`src/rtl/lavm_delay.sv`:
```
// Fixed-length delay line for side data that travels past a normalizer.
// No dependencies beyond its parameters.
module lavm_delay #(
	parameter int unsigned Width = 8,
	parameter int unsigned Depth = 4
) (
	input  logic             clk,
	input  logic [Width-1:0] d,
	output logic [Width-1:0] q
);
	logic [Width-1:0] tap_q [Depth];
	always_ff @(posedge clk) begin
		tap_q[0] <= d;
		for (int i = 1; i < Depth; i++) tap_q[i] <= tap_q[i-1];
	end
	assign q = tap_q[Depth-1];
endmodule

```
`config.mk`:
```
export PLATFORM = sky130hd
export DESIGN_NAME = lavm_delay
export DESIGN_NICKNAME = d
export VERILOG_FILES = /design/src/rtl/lavm_delay.sv
export SDC_FILE = /design/constraint.sdc
export NUM_CORES = 1
export LEC_CHECK = 0
export BUFFER_PORTS_ARGS = -buffer_cell sky130_fd_sc_hd__buf_2
export CAP_MARGIN = 10
export CELL_PAD_IN_SITES_DETAIL_PLACEMENT = 1
export CELL_PAD_IN_SITES_GLOBAL_PLACEMENT = 2
export CORE_MARGIN = 5
export CORE_UTILIZATION = 35
export CTS_CLUSTER_SIZE = 14
export DETAILED_ROUTE_END_ITERATION = 7
export HOLD_SLACK_MARGIN = 0.08
export PLACE_DENSITY = 0.85
export SYNTH_ARGS = -nofsm -noshare
export SYNTH_HDL_FRONTEND = slang
export SYNTH_SLANG_ARGS = --single-unit
```
`constraint.sdc`:
```
create_clock -name clk -period 0.8 [get_ports clk]
set_clock_uncertainty 0.1 [all_clocks]
set_input_delay 0.16 -clock clk [delete_from_list [all_inputs] [get_ports clk]]
set_output_delay 0.16 -clock clk [all_outputs]
set_load 0.01 [all_outputs]
```
==> impl_metrics.csv <==
group,metric,value,unit
synth,synth.distinct_cells,1,
final_layout,drive_gt1_share,43.8,%
floorplanning,core-area,1730,µm²
synth,syn-cell-area,641,µm²
synth,syn_inst,32,
status,violations,"negative setup slack",
run,cap_violations,0,
global_routing,grt_max_degree,11,
timing,setup_viol,8,
global_routing,grt_pass1_wl,1250,µm
final_layout,final_cell_area,957,µm²
detailed_routing,drc,0,
synth,synth.avg_cell_area,20.0,µm²
synth,yosysWarnings,0,
timing,worst_slack,-0.216,ns
pwr,leakage,0.426,nW
placement,gpl.final_weighted_congestion,0.566,
synth,async_flop_share,0,%
synth,yosys_most_used_dff,"dfxtp_1",
global_routing,antenna_found_initial,0,
floorplanning,dieArea,2790,µm²
hold_path,hp-class,"register to register",
global_routing,grt_pass1_vias,272,
setup_path,slowest_stage,"dfxtp_2",
detailed_routing,drt_iter0_markers,2,
timing,max_clock_freq,984,MHz
placement,placed_cell_area,752,µm²
timing,slew_viol_final,0,
timing,relSlewSlack,93.5,%
synth,synth_edf_count,0,
detailed_routing,dr.pass1.iters,3,
global_routing,grt.total_usage,7.76,%
detailed_routing,vias,324,
timing,fin_crit_sh,127,%
setup_path,crit_buf_inv,1,
synth,synth_most_common_cell,"dfxtp_1",
pwr,powerDensity,3250,nW/µm²
cts,clk_pin_slew_worst_paths,0.10,ns
final_layout,multi_input_area,0,µm²
timing,post-route-min-period,1.02,ns
setup_path,cp_top_family,"flip-flops",
setup_path,cpPeakStageDelay,0.33,ns
synth,netlist.area_leader.share,100,%
cts,cts_max_path_buffers,2,
setup_path,end_kind,"output pin",
cts,cts_root_buffer,"clkbuf_4",
cts,cts_htree_levels,2,
setup_path,cp_data_required_time,0.54,ns
final_layout,seq_area,646,µm²
placement,io_buffers,16,
status,status,"finished with violations",
synth,ys_top_cells_by_count,"32 x dfxtp_1",
final_layout,reg.largest.list,"tap_q: 32 flops",
cts,insertion_delay,0.31,ns
timing,grt_setup_unrepaired,"yes",
cts,cts_made_buffers,5,
detailed_routing,post_drt_wl_per_cell,9.69,µm
final_layout,multi_input_comb_cells,0,
floorplanning,die_y,52.8,µm
final_layout,largest_reg_flops,32,
floorplanning,fp.dieW,52.8,µm
final_layout,largest_register,"tap_q",
floorplanning,io_pins,17,
cts,cts_tree,"built",
detailed_routing,drt_wl_total,862,µm
synth,seq_area_frac_synth,100,%
timing,hold_viol,0,
pwr,total_power,3.12,mW
synth,ys_ff_latch,32,
setup_path,arrival,0.76,ns
final_layout,area_delta_synth_final,49.4,%
final_layout,antenna_cells,0,
synth,synth_fp_nets,41,
floorplanning,start_util,37.1,%
cts,clock_sinks,32,
global_routing,grt_overflow,0,
final_layout,fin_nets,72,
setup_path,critPathKind,"register to output pin",
setup_path,path_cells,"buf_6",
final_layout,nFillCells,159,
setup_path,cp-start-kind,"register",
timing,worstMarginPinSlew,0.0975,ns
detailed_routing,antenna_left,0,
synth,yosys.area.top_type,"dfxtp_1",
synth,yosys-top-cells-area,"dfxtp_1 100%",
pwr,irDropWorstVdd,0.00157,V
setup_path,crit_path_max_fanout,1,
floorplanning,rows,15,
detailed_routing,viasPerCell,3.64,
[layer usage]
layer / part of all wire [%] / global-route usage (%) / wire length (µm) / up-vias
li1: - / - / - / 159
met1: 35 / 6.38 / 306 / 144
met2: 51 / 10.7 / 439 / 19
met3: 12 / 7.69 / 107 / 2
met4: 1.0 / 6.38 / 9 / 0
met5: 0 / 0 / 0 / -
[cell usage in the layout (no fill, tap or decap)]
cell,Yosys,routed
dlygate4sd3_1,0,8
dfxtp_1,32,28
buf_6,0,4
clkbuf_4,0,5
dfxtp_2,0,4
clkbuf_8,0,2
buf_2,0,12
bufinv_16,0,1
[through the flow]
stage	std cells	hold slack [ns]	util, %	TNS, ns	setup WS [ns]
after global placement	73	0.163	43.6	0	0.141
after CTS	89	0.235	53.7	-1.76	-0.225
after global routing	89	0.227	55.4	-2.10	-0.274
final	89	0.225	55.4	-1.66	-0.216
after detailed placement	73	0.164	43.6	0	0.132
after floorplan	32	0.0877	-	0	0.209
[kinds of logic (layout without fill, tap and decap cells)]
group | Yosys count | in the layout | share of synthesized area, %
flip-flops | 32 | 32 | 100
buffers and inverters | 0 | 32 | 0
[final timing paths]
check	end	slack (ns)	startpoint	cells after the start
hold / removal	tap_q[2][3]	0.22	tap_q[1][3]	0
setup reg to reg	tap_q[3][1]	0.29	tap_q[2][1]	0
setup / recovery	q[7]	-0.22	tap_q[3][7]	1
hold reg to reg	tap_q[2][3]	0.22	tap_q[1][3]	0
[area by class of cell]
type / instances / area share (%)
clock buffer: 7 / 6.80
tap: 25 / 3.27
sequential: 32 / 67.5
clock inverter: 1 / 3.14
timing repair buffer: 24 / 19.3
[what timing repair did]
action,4_1_cts,5_1_grt
gates resized for setup,0,8
buffers inserted,0,0
endpoints found under the hold margin,8,0
hold buffers,8,0
setup endpoints to repair,8,8
[report_power, final]
part           internal [mW]  total [mW]  switching (mW)
Sequential              1.68        1.70          0.0210
Combinational         0.0643      0.0914          0.0271
Clock                  0.830        1.32           0.494
Total                   2.57        3.12           0.542
No activity file was read; power rests on OpenSTA's default activity.
